File: src/hw/rtl/bxf_pkg.sv
// ----------------------------------------------------------------------------
// bxf_pkg
// Shared constants, types and the reciprocal table of the box mean filter.
// ----------------------------------------------------------------------------
package bxf_pkg;

  localparam int MAX_WIDTH_DEF  = 2048;
  localparam int MAX_WINDOW_DEF = 11;
  localparam int CHANNELS_DEF   = 3;

  // pixel samples and channels carried on the stream ports
  localparam int PIX_W   = 8;
  localparam int PIX_MAX = 255;
  localparam int PORT_CH = 3;

  // configuration registers
  localparam int CFG_IDX_W = 1;
  localparam int CFG_W     = 12;
  localparam int WS_W      = 4;
  localparam int LW_W      = 12;
  localparam logic [WS_W-1:0] WS_RESET = 4'd3;
  localparam logic [LW_W-1:0] LW_RESET = 12'd640;
  localparam int WIN_MIN   = 3;

  // widths for clamping the register values against the parameters
  localparam int WIN_CMP_W = 5;
  localparam int WID_CMP_W = 14;

  // mean = (sum * recip) >> RECIP_SHIFT, exact for sums below 2^18 and d up to 31
  localparam int RECIP_W     = 25;
  localparam int RECIP_SHIFT = 28;

  typedef enum logic [CFG_IDX_W-1:0] {
    REG_WINDOW_SIZE = 1'b0,
    REG_LINE_WIDTH  = 1'b1
  } bxf_reg_t;

  // per-beat control that travels beside the lane data
  typedef struct packed {
    logic valid;
    logic first_row;
    logic full;
    logic col0;
    logic emit;
    logic last;
  } bxf_ctl_t;

  // ceil(2^RECIP_SHIFT / (d*d)) for odd window sides
  function automatic logic [RECIP_W-1:0] recip_for(input logic [WIN_CMP_W-1:0] d);
    logic [RECIP_W-1:0] r;
    case (d)
      5'd3:    r = 25'd29826162;
      5'd5:    r = 25'd10737419;
      5'd7:    r = 25'd5478275;
      5'd9:    r = 25'd3314018;
      5'd11:   r = 25'd2218475;
      5'd13:   r = 25'd1588376;
      5'd15:   r = 25'd1193047;
      5'd17:   r = 25'd928843;
      5'd19:   r = 25'd743589;
      5'd21:   r = 25'd608698;
      5'd23:   r = 25'd507440;
      5'd25:   r = 25'd429497;
      5'd27:   r = 25'd368225;
      5'd29:   r = 25'd319187;
      5'd31:   r = 25'd279330;
      default: r = '0;
    endcase
    return r;
  endfunction

endpackage

File: src/hw/rtl/bxf_merge.sv
// ----------------------------------------------------------------------------
// bxf_merge
// Packs the lane means into one result beat, with an output and skid register.
// ----------------------------------------------------------------------------
module bxf_merge import bxf_pkg::*; (
  input  logic                          clk,
  input  logic                          rst,
  input  logic                          push,
  input  logic [PORT_CH-1:0][PIX_W-1:0] mean_in,
  input  logic                          last_in,
  output logic                          ready,
  output logic                          m_tvalid,
  input  logic                          m_tready,
  output logic [PORT_CH*PIX_W-1:0]      m_tdata,
  output logic                          m_tlast
);

  logic [PORT_CH*PIX_W-1:0] skid_data;
  logic                     skid_last;
  logic                     skid_valid;
  logic                     take;

  assign take  = m_tvalid & m_tready;
  assign ready = ~skid_valid;

  always_ff @(posedge clk) begin
    if (rst) begin
      m_tvalid   <= 1'b0;
      skid_valid <= 1'b0;
    end else begin
      if (take) begin
        if (skid_valid) begin
          m_tvalid   <= 1'b1;
          skid_valid <= 1'b0;
        end else begin
          m_tvalid <= push;
        end
      end else if (!m_tvalid) begin
        m_tvalid <= push;
      end else if (push) begin
        skid_valid <= 1'b1;
      end
    end
  end

  always_ff @(posedge clk) begin
    if (take && skid_valid) begin
      m_tdata <= skid_data;
      m_tlast <= skid_last;
    end else if (push && (take || !m_tvalid)) begin
      m_tdata <= mean_in;
      m_tlast <= last_in;
    end
    // output held and not taken: the new beat parks in the skid
    if (push && m_tvalid && !take) begin
      skid_data <= mean_in;
      skid_last <= last_in;
    end
  end

endmodule

File: config.mk
export PLATFORM = sky130hd
export DESIGN_NAME = bxf_merge
export DESIGN_NICKNAME = d
export VERILOG_FILES = /design/src/hw/rtl/bxf_pkg.sv /design/src/hw/rtl/bxf_merge.sv
export SDC_FILE = /design/constraint.sdc
export NUM_CORES = 1
export LEC_CHECK = 0
export BUFFER_PORTS_ARGS = -buffer_cell sky130_fd_sc_hd__buf_2
export CAP_MARGIN = 40
export CORE_AREA = 2 2 69 71
export DETAILED_ROUTE_END_ITERATION = 12
export DIE_AREA = 0 0 71 73
export GPL_TIMING_DRIVEN = 0
export PLACE_DENSITY = 0.73
export SYNTH_ARGS = -nofsm -noshare
export SYNTH_HDL_FRONTEND = slang
export SYNTH_SLANG_ARGS = --single-unit
File: constraint.sdc
create_clock -name clk -period 2.1 [get_ports clk]
set_input_delay 0.105 -clock clk [delete_from_list [all_inputs] [get_ports clk]]
set_output_delay 0.105 -clock clk [all_outputs]
set_load 0.03 [all_outputs]
==> results_tabular.tex <==
\begin{tabular}{lr}
\hline
Metric & Value \\
\hline
\multicolumn{2}{l}{\textbf{Setup path}} \\
Cells traversed along the worst timing path & a21oi\_1 -> a21oi\_2 -> buf\_6 -> buf\_6 \\
Family of cells with the greatest summed delay on the critical path & compound AO/OA/AOI/OAI gates \\
Kind of launch point of the worst setup path & register \\
Crit path largest cell delay & 0.50 ns \\
Crit-path max FO & 9 \\
Most frequent cell on the critical path & sky130\_fd\_sc\_hd\_\_buf\_6 \\
Data required time of the worst path & 2.11 ns \\
Endpoint arrival time on the critical path & 1.75 ns \\
Worst setup EP type & register \\
Instance count on the critical path & 4 \\
R2R depth & 4 \\
Type of the worst setup path & register to register \\
Standard cell with the maximum stage delay on the critical path & sky130\_fd\_sc\_hd\_\_dfxtp\_1 \\
Total buffers and inverters traversed by the critical path & 2 \\
\multicolumn{2}{l}{\textbf{Pwr}} \\
VDD IR max & 372 uV \\
Internal power of the cells & 1.55 mW \\
Portion of total power attributed to combinational logic & 12.6\% \\
Relative contribution of sequential cells to total power & 59.9\% \\
Leak pwr & 1.13 nW \\
Switching pwr & 0.466 mW \\
Power per unit of standard cell area & 736 nW/um\^{}2 \\
Portion of total power attributed to the clock network & 27.5\% \\
Total power draw & 2.01 mW \\
Sw Ratio & 23.2\% \\
\multicolumn{2}{l}{\textbf{Timing}} \\
Setup Viol. Count Final & 0 \\
Total negative slack & 0 ns \\
RSZ-0062 raised after global routing & false \\
Fin Hold WS & 0.0523 ns \\
Post-layout minimum cycle time & 1.73 ns \\
Worst Slack Setup Final & 0.367 ns \\
Clock tree skew after final layout & 0.00700 ns \\
Final clock period utilization by the worst path & 82.5\% \\
Max Freq & 0.577 GHz \\
Max-slew violations & 0 \\
Max-slew headroom at the worst pin & 63.3\% \\
Count of final hold-check violations & 0 \\
Slew at the pin with the worst max-slew slack & 0.551 ns \\
\multicolumn{2}{l}{\textbf{Clocking}} \\
Maximum root-to-sink buffer count & 2 \\
CTS hold repair buffers & 24 \\
Clock latency reported for the late side of the worst-skew pair & 0.30 ns \\
Number of buffers inserted during clock tree synthesis & 5 \\
H-tree depth reported by CTS & 2 \\
Total setup buffers inserted after CTS & 0 \\
Clock net sink count & 52 \\
Clock transition at the registers of the reported paths & 0.09 ns \\
CTS root buf & sky130\_fd\_sc\_hd\_\_clkbuf\_8 \\
Post-cts repair resize count & 0 \\
Clock tree from TritonCTS & built \\
\multicolumn{2}{l}{\textbf{Placement}} \\
Global placement routability congestion & 0.663 \\
Port Buf Inserts & 55 \\
Area after DPL & 2380 sq um \\
Detailed placement HPWL & 2340 microns \\
Place WS & 0.315 ns \\
\multicolumn{2}{l}{\textbf{Layout}} \\
Layout overhead on the synthesized area & 37.5\% \\
Post-route standard cell area excluding fillers & 2730 sq um \\
Antenna Diode Count & 0 \\
Layout cells sized above 1 & 51.6\% \\
Final net count & 210 \\
Fillcell total & 345 \\
\multicolumn{2}{l}{\textbf{Synthesis}} \\
Cell area after synthesis & 1990 sq um \\
Mapped Cells & 90 \\
Basic-gate share of the synthesized area counting and, or, nand and nor cells & 1.20\% \\
Synth warnings & 0 \\
Netlist cell types & 11 \\
Share of synthesized area spent on multiplexers & 17.9\% \\
Post-Syn Area per Cell & 22.1 sq um \\
\#FFs+latches synth & 52 \\
Dominant combinational cell family by area after synthesis & multiplexers \\
Syn nets & 119 \\
Arithmetic-cell share of the synthesized area counting full adders, half adders and majority gates & 0\% \\
Fraction of the yosys area taken by sequential cells & 77.5\% \\
Complex-gate fraction of the synthesized area & 1.64\% \\
XOR/XNOR share of the synthesized area & 0\% \\
\multicolumn{2}{l}{\textbf{Job}} \\
Max cap viols & 0 \\
\multicolumn{2}{l}{\textbf{Routing}} \\
Detailed-route via count & 1092 \\
Final routed DRC violation total & 0 \\
Detailed Route Iter0 Violations & 53 \\
Routed wirelength normalized by instance count & 14.4 microns \\
Wire length reported by the detailed router & 3390 microns \\
Number of nets with antenna violations after routing & 0 \\
Drt via density & 4.63 \\
First-pass iteration count of the detailed router & 4 \\
\multicolumn{2}{l}{\textbf{Min path}} \\
Hold crit path type & primary input to register \\
Number of cells on the worst hold path & 2 \\
\multicolumn{2}{l}{\textbf{Global routing}} \\
Global-route wire length before repair & 5330 microns \\
Total gr overflow & 0 \\
Antenna violations before repair & 0 \\
Largest net degree at the start of global routing & 18 \\
Via count of the first global-routing pass & 1147 \\
All-layer global routing usage & 13.9\% \\
\multicolumn{2}{l}{\textbf{Floorplanning}} \\
Height of the die & 73 microns \\
Die Footprint & 5180 sq um \\
Site Rows & 25 \\
Width of the chip & 71 microns \\
Core area & 4540 sq um \\
Initial cell density of the core & 43.8\% \\
Num ports & 56 \\
\multicolumn{2}{l}{\textbf{Outcome}} \\
Run status & finished, final reports clean \\
\hline
\end{tabular}
## through the flow
step	utilization (%)	std cells
after floorplan	-	90
after detailed placement	52.6	202
final	60.3	236
after global placement	51.5	199
after CTS	59.8	234
after global routing	60.3	236
## power by group through the flow
stage	clock [mW]	sequential, mW	combinational, mW
final	0.553	1.20	0.253
after global routing	0.617	1.21	0.271
after CTS	0.570	1.21	0.255
after detailed placement	0	1.23	0.220
after global placement	0	1.23	0.203
after floorplan	0	1.30	0.0625
## cells in the final DEF (no fill, tap or decap), types with 2 or more instances in the layout
master / instances
sky130_fd_sc_hd__dlygate4sd3_1: 26
sky130_fd_sc_hd__clkbuf_8: 5
sky130_fd_sc_hd__buf_2: 55
sky130_fd_sc_hd__buf_6: 4
sky130_fd_sc_hd__inv_1: 3
sky130_fd_sc_hd__dfxtp_1: 2
sky130_fd_sc_hd__mux2_2: 5
sky130_fd_sc_hd__a21oi_1: 3
sky130_fd_sc_hd__edfxtp_1: 50
sky130_fd_sc_hd__mux2_4: 20
## kinds of logic after synthesis
| group | after synthesis |
|---|---|
| AOI/OAI and AO/OA | 6 |
| buffers and inverters | 5 |
| DFF | 52 |
| muxes | 25 |
| and+or+nand+nor | 2 |
## synth_stat cells
master	instances	share of area, %
sky130_fd_sc_hd__edfxtp_1	50	76
sky130_fd_sc_hd__a21oi_1	4	1.0
sky130_fd_sc_hd__o21ai_0	1	0.25
sky130_fd_sc_hd__dfxtp_1	2	2.0
sky130_fd_sc_hd__inv_1	3	0.57
sky130_fd_sc_hd__nand3_4	1	0.88
sky130_fd_sc_hd__buf_6	2	1.1
sky130_fd_sc_hd__and3_1	1	0.31
sky130_fd_sc_hd__mux2_4	20	15
sky130_fd_sc_hd__mux2_2	5	2.8
sky130_fd_sc_hd__a211oi_1	1	0.38
## per-layer routing
| layer | track usage [%] | wire length [microns] |
|---|---|---|
| met1 | 17.4 | 1480 |
| met2 | 22.3 | 1700 |
| met3 | 4.97 | 180 |
| met4 | 5.03 | 32 |
| met5 | 0 | 0 |
## registers in the layout, summed over array words and instances (netlist names)
signal      cells
skid_valid      1
m_tlast         1
skid_last       1
m_tdata        24
m_tvalid        1
skid_data      24
## area by class of cell
cell class / instances / area [sq um] / share of cell area [%]
repair buffers: 84 / 586 / 21.4
inverters: 3 / 11.3 / 0.412
plain buffers: 2 / 22.5 / 0.824
clock buffers: 6 / 72.6 / 2.65
flip-flops and latches: 52 / 1540 / 56.4
multi-input cells: 33 / 417 / 15.2
well taps: 54 / 67.6 / 2.47
clock inverters: 2 / 16.3 / 0.595
## path summary, 6_finish.rpt
kind                      start     endpoint  slack, ns
setup / recovery       m_tvalid  m_tdata[10]       0.37
hold / removal         m_tready   skid_valid       0.05
setup reg to reg       m_tvalid  m_tdata[10]       0.37
hold reg to reg   skid_data[14]  m_tdata[14]       0.55
(Power assumes the default switching activity.)
