$ cat src/hw/rtl/bxf_pkg.sv
// ----------------------------------------------------------------------------
// bxf_pkg
// Shared constants, types and the reciprocal table of the box mean filter.
// ----------------------------------------------------------------------------
package bxf_pkg;

  localparam int MAX_WIDTH_DEF  = 2048;
  localparam int MAX_WINDOW_DEF = 11;
  localparam int CHANNELS_DEF   = 3;

  // pixel samples and channels carried on the stream ports
  localparam int PIX_W   = 8;
  localparam int PIX_MAX = 255;
  localparam int PORT_CH = 3;

  // configuration registers
  localparam int CFG_IDX_W = 1;
  localparam int CFG_W     = 12;
  localparam int WS_W      = 4;
  localparam int LW_W      = 12;
  localparam logic [WS_W-1:0] WS_RESET = 4'd3;
  localparam logic [LW_W-1:0] LW_RESET = 12'd640;
  localparam int WIN_MIN   = 3;

  // widths for clamping the register values against the parameters
  localparam int WIN_CMP_W = 5;
  localparam int WID_CMP_W = 14;

  // mean = (sum * recip) >> RECIP_SHIFT, exact for sums below 2^18 and d up to 31
  localparam int RECIP_W     = 25;
  localparam int RECIP_SHIFT = 28;

  typedef enum logic [CFG_IDX_W-1:0] {
    REG_WINDOW_SIZE = 1'b0,
    REG_LINE_WIDTH  = 1'b1
  } bxf_reg_t;

  // per-beat control that travels beside the lane data
  typedef struct packed {
    logic valid;
    logic first_row;
    logic full;
    logic col0;
    logic emit;
    logic last;
  } bxf_ctl_t;

  // ceil(2^RECIP_SHIFT / (d*d)) for odd window sides
  function automatic logic [RECIP_W-1:0] recip_for(input logic [WIN_CMP_W-1:0] d);
    logic [RECIP_W-1:0] r;
    case (d)
      5'd3:    r = 25'd29826162;
      5'd5:    r = 25'd10737419;
      5'd7:    r = 25'd5478275;
      5'd9:    r = 25'd3314018;
      5'd11:   r = 25'd2218475;
      5'd13:   r = 25'd1588376;
      5'd15:   r = 25'd1193047;
      5'd17:   r = 25'd928843;
      5'd19:   r = 25'd743589;
      5'd21:   r = 25'd608698;
      5'd23:   r = 25'd507440;
      5'd25:   r = 25'd429497;
      5'd27:   r = 25'd368225;
      5'd29:   r = 25'd319187;
      5'd31:   r = 25'd279330;
      default: r = '0;
    endcase
    return r;
  endfunction

endpackage

$ cat src/hw/rtl/bxf_ctrl.sv
// ----------------------------------------------------------------------------
// bxf_ctrl
// Configuration registers, raster position counters and the control pipe.
// ----------------------------------------------------------------------------
module bxf_ctrl import bxf_pkg::*; #(
  parameter int MAX_WIDTH  = MAX_WIDTH_DEF,
  parameter int MAX_WINDOW = MAX_WINDOW_DEF,
  localparam int CW = $clog2(MAX_WIDTH),
  localparam int SW = $clog2(MAX_WINDOW - 1),
  localparam int DW = $clog2(MAX_WINDOW + 1)
) (
  input  logic                 clk,
  input  logic                 rst,
  input  logic                 cfg_we,
  input  logic [CFG_IDX_W-1:0] cfg_index,
  input  logic [CFG_W-1:0]     cfg_data,
  input  logic                 accept,
  input  logic                 frame_start,
  input  logic                 adv,
  output logic [CW-1:0]        col,
  output logic [SW-1:0]        slot,
  output logic [DW-1:0]        dm1,
  output logic [RECIP_W-1:0]   recip,
  output bxf_ctl_t             ctl1,
  output bxf_ctl_t             ctl3
);

  logic [WS_W-1:0]      window_size;
  logic [LW_W-1:0]      line_width;
  logic [CW-1:0]        column_count, column_count_next;
  logic [DW-1:0]        row_count, row_count_next;
  logic [SW-1:0]        slot_ptr, slot_ptr_next;
  logic [WIN_CMP_W-1:0] d_cl;
  logic [DW-1:0]        d_eff;
  logic [WID_CMP_W-1:0] w_cl;
  logic [CW:0]          w_eff;
  logic [CW-1:0]        cc_b;
  logic [DW-1:0]        rc_b;
  logic [SW-1:0]        sl_b;
  bxf_ctl_t             ctl0;
  bxf_ctl_t             ctl2;

  // effective window side and line width
  always_comb begin
    d_cl = WIN_CMP_W'(window_size);
    if (d_cl < WIN_CMP_W'(WIN_MIN)) begin
      d_cl = WIN_CMP_W'(WIN_MIN);
    end else if (d_cl > WIN_CMP_W'(MAX_WINDOW)) begin
      d_cl = WIN_CMP_W'(MAX_WINDOW);
    end
    if (!d_cl[0]) begin
      d_cl = d_cl - 1'b1;
    end
    d_eff = d_cl[DW-1:0];
    dm1   = d_eff - 1'b1;

    w_cl = WID_CMP_W'(line_width);
    if (w_cl == '0) begin
      w_cl = WID_CMP_W'(1);
    end else if (w_cl > WID_CMP_W'(MAX_WIDTH)) begin
      w_cl = WID_CMP_W'(MAX_WIDTH);
    end
    w_eff = w_cl[CW:0];
  end

  // position of the incoming beat and counter advance
  always_comb begin
    cc_b = frame_start ? '0 : column_count;
    if ({1'b0, cc_b} >= w_eff) begin
      cc_b = '0;
    end
    rc_b = frame_start ? '0 : row_count;
    sl_b = frame_start ? '0 : slot_ptr;
    if (DW'(sl_b) >= dm1) begin
      sl_b = '0;
    end

    ctl0.valid     = accept;
    ctl0.first_row = (rc_b == '0);
    ctl0.full      = (rc_b >= dm1);
    ctl0.col0      = (cc_b == '0);
    ctl0.last      = ({1'b0, cc_b} == w_eff - 1'b1);
    ctl0.emit      = ctl0.full && ({1'b0, cc_b} >= (CW+1)'(dm1));

    col  = cc_b;
    slot = sl_b;

    column_count_next = column_count;
    row_count_next    = row_count;
    slot_ptr_next     = slot_ptr;
    if (accept) begin
      if (ctl0.last) begin
        column_count_next = '0;
        row_count_next    = (rc_b < dm1) ? rc_b + 1'b1 : rc_b;
        slot_ptr_next     = (DW'(sl_b) + 1'b1 >= dm1) ? '0 : sl_b + 1'b1;
      end else begin
        column_count_next = cc_b + 1'b1;
        row_count_next    = rc_b;
        slot_ptr_next     = sl_b;
      end
    end
  end

  always_ff @(posedge clk) begin
    if (rst) begin
      window_size  <= WS_RESET;
      line_width   <= LW_RESET;
      column_count <= '0;
      row_count    <= '0;
      slot_ptr     <= '0;
      ctl1         <= '0;
      ctl2         <= '0;
      ctl3         <= '0;
    end else begin
      if (cfg_we) begin
        unique case (bxf_reg_t'(cfg_index))
          REG_WINDOW_SIZE: window_size <= cfg_data[WS_W-1:0];
          REG_LINE_WIDTH:  line_width  <= cfg_data[LW_W-1:0];
        endcase
        // any register write restarts the stream
        column_count <= '0;
        row_count    <= '0;
        slot_ptr     <= '0;
      end else begin
        column_count <= column_count_next;
        row_count    <= row_count_next;
        slot_ptr     <= slot_ptr_next;
      end
      if (adv) begin
        ctl1 <= ctl0;
        ctl2 <= ctl1;
        ctl3 <= ctl2;
      end
    end
  end

  always_ff @(posedge clk) begin
    recip <= recip_for(d_cl);
  end

  a_col_in_line: assert property (@(posedge clk) disable iff (rst)
    {1'b0, column_count} < w_eff)
    else $error("column counter beyond line width");

  a_slot_in_range: assert property (@(posedge clk) disable iff (rst)
    DW'(slot_ptr) < dm1)
    else $error("line store slot beyond window");

  a_row_saturates: assert property (@(posedge clk) disable iff (rst)
    row_count <= dm1)
    else $error("row counter past window height");

endmodule

$ cat config.mk
export PLATFORM = sky130hd
export DESIGN_NAME = bxf_ctrl
export DESIGN_NICKNAME = d
export VERILOG_FILES = /design/src/hw/rtl/bxf_pkg.sv /design/src/hw/rtl/bxf_ctrl.sv
export SDC_FILE = /design/constraint.sdc
export NUM_CORES = 1
export LEC_CHECK = 0
export ABC_AREA = 1
export BUFFER_PORTS_ARGS = -buffer_cell sky130_fd_sc_hd__buf_4
export CAP_MARGIN = 20
export CORE_MARGIN = 2
export CORE_UTILIZATION = 33
export CTS_CLUSTER_SIZE = 8
export DETAILED_ROUTE_END_ITERATION = 8
export PLACE_DENSITY = 0.54
export SLEW_MARGIN = 20
export SYNTH_ARGS = -nofsm -noshare
export SYNTH_HDL_FRONTEND = slang
export SYNTH_SLANG_ARGS = --single-unit
$ cat constraint.sdc
create_clock -name clk -period 5.82 [get_ports clk]
set_input_delay 0.291 -clock clk [delete_from_list [all_inputs] [get_ports clk]]
set_output_delay 0.291 -clock clk [all_outputs]
set_load 0.05 [all_outputs]
==> key figures, run 1 <==
Detailed routing
  – Pre-Repair DR Iteration Count: 4
  – DRC: 0
  – Final ANT Viol Nets: 0
  – WL per Instance: 12.7 um
  – Initial DRC count: 219
  – Via count: 4496
  – Post-DR vias/cell: 4.71
  – Post-detailed-routing wire length: 12.1 mm

Finish
  – Layout overhead on the synthesized area: 21.0%
  – Most frequent cells in the layout: nand2_1, nor2_1, inv_1, dfxtp_1, buf_4
  – Final net count: 813
  – ANT cells: 0
  – Utilization after layout: 40.6%
  – Fin area: 5590 um^2
  – Share of layout cells above drive strength 1: 16.5%
  – Most common cell after layout, fill and taps aside: nand2_1
  – FILL cells: 1502

Die
  – I/O pin cnt: 75
  – CORE AREA: 13800 um^2
  – Die area: 15000 um^2
  – Chip Height: 122 um
  – Initial Util: 33.5%
  – Chip width: 122 um
  – Row count: 43

Clock network
  – Worst-path clk slew: 0.06 ns
  – Hold-fix buffers, CTS: 0
  – H-tree depth: 3
  – Post-CTS Setup Inserts: 0
  – Worst-Skew Late Latency: 0.34 ns
  – CTS resizes: 0
  – CTS tree: yes
  – CTS max path bufs: 2
  – CTS sink cnt: 78
  – TritonCTS buffer count: 9
  – Root buffer cell: clkbuf_16

Logic synthesis
  – Gate Count Post-Synth: 707
  – Synthesized Nets: 750
  – Mapped Area: 4620 um^2
  – Sequential-to-total area share from yosys stat: 33.8%
  – Register bit total from synthesis: 78
  – Synth cell types: 48
  – Mean Syn Cell Area: 6.54 um^2
  – FFs w/ async S/R, synth: 0%
  – Synth warn: 0
  – Post-synth top flop: dfxtp_1
  – EDFF count, synth: 0

Timing
  – Clock skew: 0.00824 ns
  – Setup TNS Final: 0 ns
  – F_max: 257 MHz
  – Final Hold Fails: 0
  – Fin crit share: 66.9%
  – Final slew viol count: 0
  – Slew Limit Headroom: 51.7%
  – Tmin final: 3.89 ns
  – Setup-failing EPs final: 0
  – Unrepaired setup endpoints after global routing: false
  – Worst-Margin Slew: 0.724 ns

Hold path
  – HP Class: input pin to flop
  – Worst Hold Endpoint: line_width[9]$_SDFFE_PP1P_
  – Hold Startpoint: cfg_data[9]
  – Hold depth: 3

Power
  – Total power: 0.00153 W
  – Power Density: 273 nW/um^2
  – Leak: 2.79 nW
  – Max IR drop VDD: 0.128 mV

GRT
  – Pin count of the biggest net entering global routing: 31
  – Global Route Usage Sum: 16.7%
  – Grt ovf: 0
  – Vias in the first global route: 3932
  – Global-route wire length before repair: 19.7 mm
  – Initial antenna violation count: 0

Place
  – Post-DP HPWL: 9.33 mm
  – Placed inst area: 5290 um^2
  – RePlAce Congestion: 0.899
  – Port Buffer Count: 73

Critical path
  – R2r setup slk: 1.93 ns
  – Largest fanout on the critical path: 13
  – Worst reg2reg path startpoint: window_size[3]$_SDFFE_PP0P_
  – Worst setup EP type: flop
  – Worst Setup SP: window_size[3]$_SDFFE_PP0P_
  – Buf/Inv on CP: 4
  – Largest stage delay, worst path: 0.45 ns
  – Worst EP required: 6.08 ns
  – Slowest-stage cell, CP: nand3_1
  – CP arrival: 4.15 ns
  – Most frequent CP cell: nand2_1
  – Crit path max-delay family: simple AND/OR/NAND/NOR gates
  – Worst R2R End: slot_ptr[3]$_SDFFE_PP0P_
  – CP Launch Type: flop
  – R2R depth: 25
  – Critical path class: flop to flop

Flow run
  – Maxcap violations: 0

Status
  – Status: finished clean
-- cell type report --
type,instances,area [um^2],share of cell area [%]
clock buffers,9,225,4.03
inverters,94,355,6.36
well taps,180,225,4.03
flip-flops and latches,78,1560,27.9
multi-input cells,514,2590,46.4
clock inverters,7,78.8,1.41
repair buffers,73,548,9.81
-- how the worst max path moves through the flow --
stage,endpoint,cells past startpoint
5_1_grt,slot_ptr[2]$_SDFFE_PP0P_,25
6_report,slot_ptr[3]$_SDFFE_PP0P_,25
2_1_floorplan,slot_ptr[0]$_SDFFE_PP0P_,24
3_5_place_dp,slot_ptr[2]$_SDFFE_PP0P_,25
4_1_cts,slot_ptr[2]$_SDFFE_PP0P_,25
3_3_place_gp,slot_ptr[2]$_SDFFE_PP0P_,25
-- synthesized netlist by cell type (4+ instances only) --
library cell | instances | area share [%]
nand3_1 | 49 | 5.3
nand4_1 | 6 | 0.81
nor2_2 | 4 | 0.54
nor3_1 | 6 | 0.65
inv_1 | 82 | 6.7
nor2_1 | 88 | 7.1
inv_2 | 10 | 0.81
nor2_4 | 8 | 1.9
ha_1 | 24 | 6.5
a21oi_1 | 35 | 3.8
o21ai_0 | 41 | 4.4
nand2_2 | 6 | 0.81
nand2_1 | 208 | 17
xor2_1 | 4 | 0.76
dfxtp_1 | 78 | 34
clkbuf_1 | 12 | 0.97
-- worst min-delay path: stages --
cell and delay [ns]:
buf_4 0.08, nand2_1 0.04, nand3_1 0.05
-- flip-flops by register name, summed over array words and instances (netlist names) --
signal	count
recip	25
slot_ptr	4
ctl3	6
window_size	4
row_count	4
ctl1	6
ctl2	6
line_width	12
column_count	11
-- cells by family after synthesis --
kind of cell,synth area share [%]
AND/OR/NAND/NOR,37.4
buffers and inverters,10.0
AO/OA/AOI/OAI,11.0
flip-flops,33.8
adder cells (fa/ha/maj),6.50
XOR/XNOR,1.14
other,0.0812
-- where the power goes --
part / internal (W) / switching [W]
logic: 0.000105 / 0.000256
clock network: 0.000338 / 0.000236
registers: 0.000572 / 0.0000207
total: 0.00102 / 0.000513
-- through the flow --
stage               std cells  setup slack [ns]  hold slack, ns
floorplan                 707              1.63           0.360
global placement          939              1.96           0.453
detailed placement        939              1.92           0.455
CTS                       955              1.92           0.145
global route              955              1.37           0.155
finish                    955              1.93           0.153
-- metal layers --
layer | track usage, % | vias to the layer above | wire, um
li1 | - | 2364 | -
met2 | 26.1 | 88 | 5510
met4 | 5.32 | 0 | 163
met1 | 23.0 | 2032 | 5880
met3 | 3.35 | 12 | 522
met5 | 0 | - | 0
Note: power is estimated with default switching activity, not from simulation.
==> run 2: changes to the inputs <==
==> constraint.sdc (replaced) <==
create_clock -name clk -period 3.7 [get_ports clk]
set_input_delay 0.185 -clock clk [delete_from_list [all_inputs] [get_ports clk]]
set_output_delay 0.185 -clock clk [all_outputs]
set_load 0.05 [all_outputs]
==> run 2 against run 1 <==
Net effect: combinational power grew 63%; die area unchanged; clock skew down 0.0019 ns; global-route usage increased by 0.41 points; sequential share of layout area decreased by 0.80 points; clock-buffer cell count increased by 1; sequential cell count did not move; register-to-register slack worse by 1.6 ns; clock power grew 70%; largest cell class unchanged; highest routed layer unchanged.
==> key figures, run 2 (synthesis gave the netlist of run 1 again) <==
Status
  – Status: finished clean

Timing
  – Clock skew: 0.00629 ns (-0.00194 ns)
  – Setup-failing EPs final: 0 (unchanged)
  – Unrepaired setup endpoints after global routing: false
  – Tmin final: 3.41 ns (-0.487 ns)
  – Setup TNS Final: 0 ns (unchanged)
  – Worst-Margin Slew: 0.741 ns (+0.0161 ns)
  – F_max: 294 MHz (+14%)
  – Final slew viol count: 0 (unchanged)
  – Slew Limit Headroom: 50.6% (-1.1 points)
  – Fin crit share: 92.1% (+25 points)
  – Final Hold Fails: 0 (unchanged)

Detailed routing
  – Post-DR vias/cell: 4.65 (-1.2%)
  – Via count: 4503 (+0.16%)
  – Final ANT Viol Nets: 0 (unchanged)
  – WL per Instance: 12.8 um (+0.94%)
  – Post-detailed-routing wire length: 12.4 mm (+2.3%)
  – Pre-Repair DR Iteration Count: 5 (+1)
  – Initial DRC count: 200 (-8.7%)
  – DRC: 0 (unchanged)

Place
  – Port Buffer Count: 73 (unchanged)
  – Post-placement cell count: 947 (+0.85%)
  – RePlAce Congestion: 0.831 (-7.6%)
  – Post-DP HPWL: 9.51 mm (+1.9%)

Die
  – I/O pin cnt: 75 (unchanged)
  – Chip width: 122 um (unchanged)
  – Initial Util: 33.5% (unchanged)
  – Row count: 43 (unchanged)
  – Chip Height: 122 um (unchanged)
  – Die area: 15000 um^2 (unchanged)
  – CORE AREA: 13800 um^2 (unchanged)

Finish
  – Most common cell after layout, fill and taps aside: nand2_1
  – Layout overhead on the synthesized area: 24.6%
  – Top flop regs: recip (25), line_width (12), column_count (11)
  – FILL cells: 1464 (-2.5%)
  – Most frequent cells in the layout: nand2_1, buf_4, nor2_1, inv_1, dfxtp_1
  – Share of layout cells above drive strength 1: 19.2% (+2.6 points)
  – Multi-input gate area: 2630 um^2 (+1.5%)
  – Final net count: 826 (+1.6%)
  – Final Non-Filler Cells: 968 (+1.4%)
  – Most flop-heavy register: recip
  – Sequential Area: 1560 um^2 (about the same)
  – ANT cells: 0 (unchanged)
  – Max reg flops: 25 (unchanged)

Power
  – Total power: 0.00250 W (+64%)
  – Net Sw Frac: 32.3% (-1.3 points)
  – Gate power share: 23.6% (about the same)
  – Leak: 2.87 nW (+2.7%)
  – Clock power frac: 39.1% (+1.6 points)
  – P_sw: 0.000807 W (+57%)
  – Seq pwr share: 37.3% (-1.5 points)
  – Max IR drop VDD: 0.203 mV (+59%)
  – Power Density: 434 nW/um^2 (+59%)
  – Int Power: 0.00169 W (+67%)

GRT
  – Pin count of the biggest net entering global routing: 31 (unchanged)
  – Grt ovf: 0 (unchanged)
  – Global Route Usage Sum: 17.1% (+0.41 points)
  – Initial antenna violation count: 0 (unchanged)
  – Vias in the first global route: 4075 (+3.6%)
  – Global-route wire length before repair: 20.1 mm (+1.8%)

Clock network
  – Root buffer cell: clkbuf_16
  – Worst-Skew Late Latency: 0.35 ns (about the same)
  – H-tree depth: 3 (unchanged)
  – TritonCTS buffer count: 9 (unchanged)
  – CTS tree: yes
  – Hold-fix buffers, CTS: 0 (unchanged)
  – Worst-path clk slew: 0.06 ns (about the same)
  – CTS sink cnt: 78 (unchanged)
  – CTS max path bufs: 2 (unchanged)

Critical path
  – Largest fanout on the critical path: 12 (-1)
  – Critical path class: flop to flop
  – CP Launch Type: flop
  – Worst setup EP type: flop
  – Worst EP required: 3.92 ns (-2.16 ns)
  – CP arrival: 3.63 ns (-0.52 ns)

Flow run
  – Maxcap violations: 0 (unchanged)

Hold path
  – HP Class: input pin to flop
## run 2: routing by layer
metal / up-vias / global-route usage [%] / part of all wire (%)
met3: 16 / 3.81 / 5.0
met4: 0 / 7.18 / 2.1
met2: 79 / 26.3 / 45
li1: 2395 / - / -
met5: - / 0 / 0
met1: 2013 / 23.0 / 48
## run 2: final timing paths
path | startpoint | end | slack, ns | cells past startpoint
max | line_width[3]$_SDFFE_PP0P_ | column_count[2]$_SDFFE_PP0P_ | 0.29 | 23
min | rst | ctl1[3]$_SDFFE_PP0P_ | 0.03 | 2
max reg2reg | line_width[3]$_SDFFE_PP0P_ | column_count[2]$_SDFFE_PP0P_ | 0.29 | 23
min reg2reg | column_count[10]$_SDFFE_PP0P_ | column_count[10]$_SDFFE_PP0P_ | 0.47 | 2
## run 2: power by group through the flow
stage | Sequential, W | Clock (W) | Combinational [W]
after floorplan | 0.00110 | 0 | 0.000276
after global placement | 0.000948 | 0 | 0.000584
after detailed placement | 0.000950 | 0 | 0.000587
after CTS | 0.000932 | 0.00100 | 0.000588
after global routing | 0.000937 | 0.00104 | 0.000653
final | 0.000932 | 0.000978 | 0.000591
## run 2: critical path, stage by stage, from the launching register on
cell and delay (ns):
dfxtp_1 0.37, or2_0 0.22, nor2_1 0.10, nand2_1 0.10
nand2_4 0.14, nand2_1 0.13, ha_1 0.33, nand2_1 0.08
nand2_1 0.06, a21boi_2 0.11, nand2_1 0.07, inv_2 0.08
nand3_4 0.12, buf_4 0.19, nor2_4 0.19, inv_2 0.04
nand2_1 0.06, nand2_1 0.07, nor2_2 0.18, nand3_4 0.11
nor2_8 0.24, nor2_4 0.10, nand2_1 0.11, a21oi_1 0.06
## run 2: area by class of cell
cell class                 count  area share [%]
clock buffer                  10            4.15
clock inverter                 6            1.63
inverter                      94            6.24
multi-input combinational    514            45.7
sequential                    78            27.1
tap                          180            3.91
timing repair buffer          86            11.2
## run 2: metrics by stage
| step | setup WS (ns) | utilization [%] | hold WS, ns | area (um^2) |
|---|---|---|---|---|
| final | 0.293 | 41.8 | 0.0328 | 5760 |
| after global placement | 0.188 | 39.0 | 0.396 | 5370 |
| after global routing | 0.00720 | 41.8 | 0.0263 | 5760 |
| after CTS | 0.0587 | 41.4 | 0.0235 | 5710 |
| after detailed placement | 0.0786 | 39.0 | 0.392 | 5370 |
| after floorplan | 0.0462 | - | 0.254 | 4650 |
## run 2: repair_timing
| item | in CTS | in global routing |
|---|---|---|
| setup buffers | 0 | 5 |
| gates resized for setup | 0 | 6 |
| endpoints found under the setup margin | 0 | 20 |
==> run 3: changes to the inputs <==
--- a/config.mk
+++ b/config.mk
@@ -9,10 +9,11 @@
 export BUFFER_PORTS_ARGS = -buffer_cell sky130_fd_sc_hd__buf_4
 export CAP_MARGIN = 20
 export CORE_MARGIN = 2
-export CORE_UTILIZATION = 33
+export CORE_UTILIZATION = 35
+export CTS_BUF_LIST = sky130_fd_sc_hd__clkbuf_16
 export CTS_CLUSTER_SIZE = 8
 export DETAILED_ROUTE_END_ITERATION = 8
-export PLACE_DENSITY = 0.54
+export PLACE_DENSITY = 0.57
 export SLEW_MARGIN = 20
 export SYNTH_ARGS = -nofsm -noshare
 export SYNTH_HDL_FRONTEND = slang
==> run 3 against run 2 <==
Net effect: sequential share of layout area is 0.28 points lower; non-clock buffer count up 7; combinational power barely moved; register-to-register slack hardly changed; first-iteration DRC count up 6.5%; core utilization grew 3.7 points; power is 1.4% lower; clock-buffer cell count down 1; worst hold slack gained 0.017 ns; fmax up 0.30%; critical endpoint is now column_count[10]$_SDFFE_PP0P_; largest cell class unchanged.
==> key figures, run 3 (synthesis gave the netlist of run 1 again) <==
Status
  – Status: finished clean

Clock network
  – Root buffer cell: clkbuf_16
  – CTS tree: yes
  – Worst-path clk slew: 0.06 ns (about the same)
  – CTS max path bufs: 2 (unchanged)
  – TritonCTS buffer count: 9 (unchanged)
  – Worst-Skew Late Latency: 0.33 ns (-0.02 ns)
  – CTS sink cnt: 78 (unchanged)
  – H-tree depth: 3 (unchanged)

Finish
  – Max reg flops: 25 (unchanged)
  – Fin area: 5820 um^2 (+0.98%)
  – FILL cells: 1291 (-12%)
  – Top flop regs: recip (25), line_width (12), column_count (11)
  – ANT cells: 0 (unchanged)
  – Most common cell after layout, fill and taps aside: nand2_1
  – Share of layout cells above drive strength 1: 20.0% (+0.81 points)
  – Final net count: 834 (+0.97%)
  – Most flop-heavy register: recip
  – Most frequent cells in the layout: nand2_1, buf_4, nor2_1, inv_1, dfxtp_1
  – Layout overhead on the synthesized area: 25.9%
  – Utilization after layout: 45.5% (+3.7 points)

Detailed routing
  – Via count: 4493 (-0.22%)
  – DRC: 0 (unchanged)
  – Pre-Repair DR Iteration Count: 5 (unchanged)
  – WL per Instance: 12.4 um (-2.8%)
  – Post-detailed-routing wire length: 12.0 mm (-2.8%)
  – Final ANT Viol Nets: 0 (unchanged)
  – Initial DRC count: 213 (+6.5%)
  – Post-DR vias/cell: 4.64 (-0.22%)

Timing
  – Setup-failing EPs final: 0 (unchanged)
  – Worst-Margin Slew: 0.731 ns (-0.00968 ns)
  – Fin crit share: 91.8% (-0.27 points)
  – Clock skew: 0.00659 ns (+0.000295 ns)
  – Worst Setup Slack, final: 0.303 ns (+0.0101 ns)
  – Final Hold Fails: 0 (unchanged)
  – Slew Limit Headroom: 51.2% (+0.65 points)
  – Setup TNS Final: 0 ns (unchanged)
  – F_max: 294 MHz (+0.30%)
  – Tmin final: 3.40 ns (-0.0101 ns)
  – Final slew viol count: 0 (unchanged)

Power
  – Leak: 2.90 nW (+1.2%)
  – P_sw: 0.000791 W (-1.9%)
  – Net Sw Frac: 32.1% (-0.15 points)
  – Int Power: 0.00167 W (-1.2%)
  – Seq pwr share: 37.8% (+0.5 points)
  – Max IR drop VDD: 0.215 mV (+6.0%)
  – Total power: 0.00246 W (-1.4%)
  – Gate power share: 24.0% (+0.4 points)
  – Power Density: 424 nW/um^2 (-2.4%)
  – Clock power frac: 38.2% (-0.9 points)

GRT
  – Initial antenna violation count: 0 (unchanged)
  – Grt ovf: 0 (unchanged)
  – Pin count of the biggest net entering global routing: 31 (unchanged)
  – Vias in the first global route: 4053 (-0.54%)
  – Global Route Usage Sum: 17.0% (-0.10 points)
  – Global-route wire length before repair: 19.6 mm (-2.2%)

Critical path
  – Worst reg2reg path startpoint: line_width[3]$_SDFFE_PP0P_
  – R2r setup slk: 0.30 ns (about the same)
  – Worst R2R End: column_count[10]$_SDFFE_PP0P_
  – CP Launch Type: flop
  – Worst setup EP type: flop
  – Worst Setup SP: line_width[3]$_SDFFE_PP0P_
  – Worst EP required: 3.90 ns (-0.02 ns)
  – Critical Path End: column_count[10]$_SDFFE_PP0P_
  – CP arrival: 3.59 ns (-0.04 ns)
  – Largest fanout on the critical path: 11 (-1)
  – R2R depth: 22 (-4.3%)
  – Critical path class: flop to flop

Place
  – RePlAce Congestion: 0.890 (+7.2%)
  – Port Buffer Count: 73 (unchanged)
  – Placement Setup Slack: 0.0558 ns (-0.0228 ns)
  – Post-DP HPWL: 9.27 mm (-2.5%)
  – Placed inst area: 5360 um^2 (-0.19%)

Die
  – I/O pin cnt: 75 (unchanged)
  – Initial Util: 36.2% (+2.6 points)
  – Chip Height: 119 um (-2.8%)
  – Row count: 41 (-4.7%)
  – CORE AREA: 12800 um^2 (-7.3%)
  – Die area: 14100 um^2 (-5.5%)
  – Chip width: 119 um (-2.8%)

Flow run
  – Maxcap violations: 0 (unchanged)

Hold path
  – HP Class: input pin to flop
-- run 3: cell types whose count changed in the layout (fill, tap and decap cells not counted), moves of 2 or more --
cell | before | now
buf_4 | 86 | 93
clkinv_4 | 2 | 0
nor2_4 | 10 | 12
nor2_2 | 5 | 3
nand2_2 | 7 | 10
nand2_1 | 206 | 204
-- run 3: power groups by stage --
stage / clock [W] / combinational (W) / sequential (W)
floorplan: 0 / 0.000276 / 0.00110
global placement: 0 / 0.000585 / 0.000948
detailed placement: 0 / 0.000585 / 0.000951
CTS: 0.000965 / 0.000587 / 0.000932
global route: 0.00100 / 0.000649 / 0.000938
finish: 0.000941 / 0.000592 / 0.000932
-- run 3: timing repair --
item                       CTS  global route
hold buffers                 0             0
buffers inserted             0            12
setup endpoints to repair    0            20
resized for setup            0             9
-- run 3: area by class of cell --
class / instances / area, um^2 / area share [%]
clock buffer: 9 / 225 / 3.87
clock inverter: 7 / 96.3 / 1.66
inverter: 94 / 359 / 6.17
tap: 172 / 215 / 3.70
timing repair buffer: 93 / 698 / 12.0
sequential: 78 / 1560 / 26.9
multi-input combinational: 515 / 2660 / 45.7
-- run 3: critical path, stage by stage, from the launching register on --
cell,delay (ns)
dfxtp_1,0.37
or2_0,0.23
nor2_1,0.13
nand2_2,0.10
nand2_4,0.13
nand2_1,0.12
ha_1,0.31
nand2_1,0.08
o21bai_1,0.11
nand2_1,0.06
nand2_1,0.13
nand3_4,0.15
buf_4,0.18
nor2_4,0.18
inv_2,0.04
nand2_1,0.06
nand2_1,0.11
nor2_4,0.16
nand3_4,0.10
nor2_8,0.22
nor2_4,0.10
nand3_1,0.12
a21oi_1,0.06
-- run 3: how the worst min path moves through the flow --
stage          start              endpoint  slack (ns)  cells after the start
2_1_floorplan    rst  ctl1[1]$_SDFFE_PP0P_        0.25                      1
3_3_place_gp     rst  ctl1[1]$_SDFFE_PP0P_        0.39                      2
3_5_place_dp     rst  ctl1[1]$_SDFFE_PP0P_        0.39                      2
4_1_cts          rst  ctl1[1]$_SDFFE_PP0P_        0.04                      2
5_1_grt          rst  ctl1[4]$_SDFFE_PP0P_        0.05                      2
6_report         rst  ctl1[1]$_SDFFE_PP0P_        0.05                      2
-- run 3: metrics by stage --
stage | hold WS [ns] | cells
after floorplan | 0.254 | 707
after global placement | 0.395 | 939
after detailed placement | 0.394 | 939
after CTS | 0.0400 | 955
after global routing | 0.0527 | 968
final | 0.0495 | 968
-- run 3: metal layers --
layer / up-vias / global-route usage, % / share of wire, %
met5: - / 0 / 0
met4: 0 / 6.32 / 2.3
met3: 16 / 2.97 / 3.7
met2: 100 / 26.7 / 45
met1: 1971 / 23.2 / 49
li1: 2406 / - / -
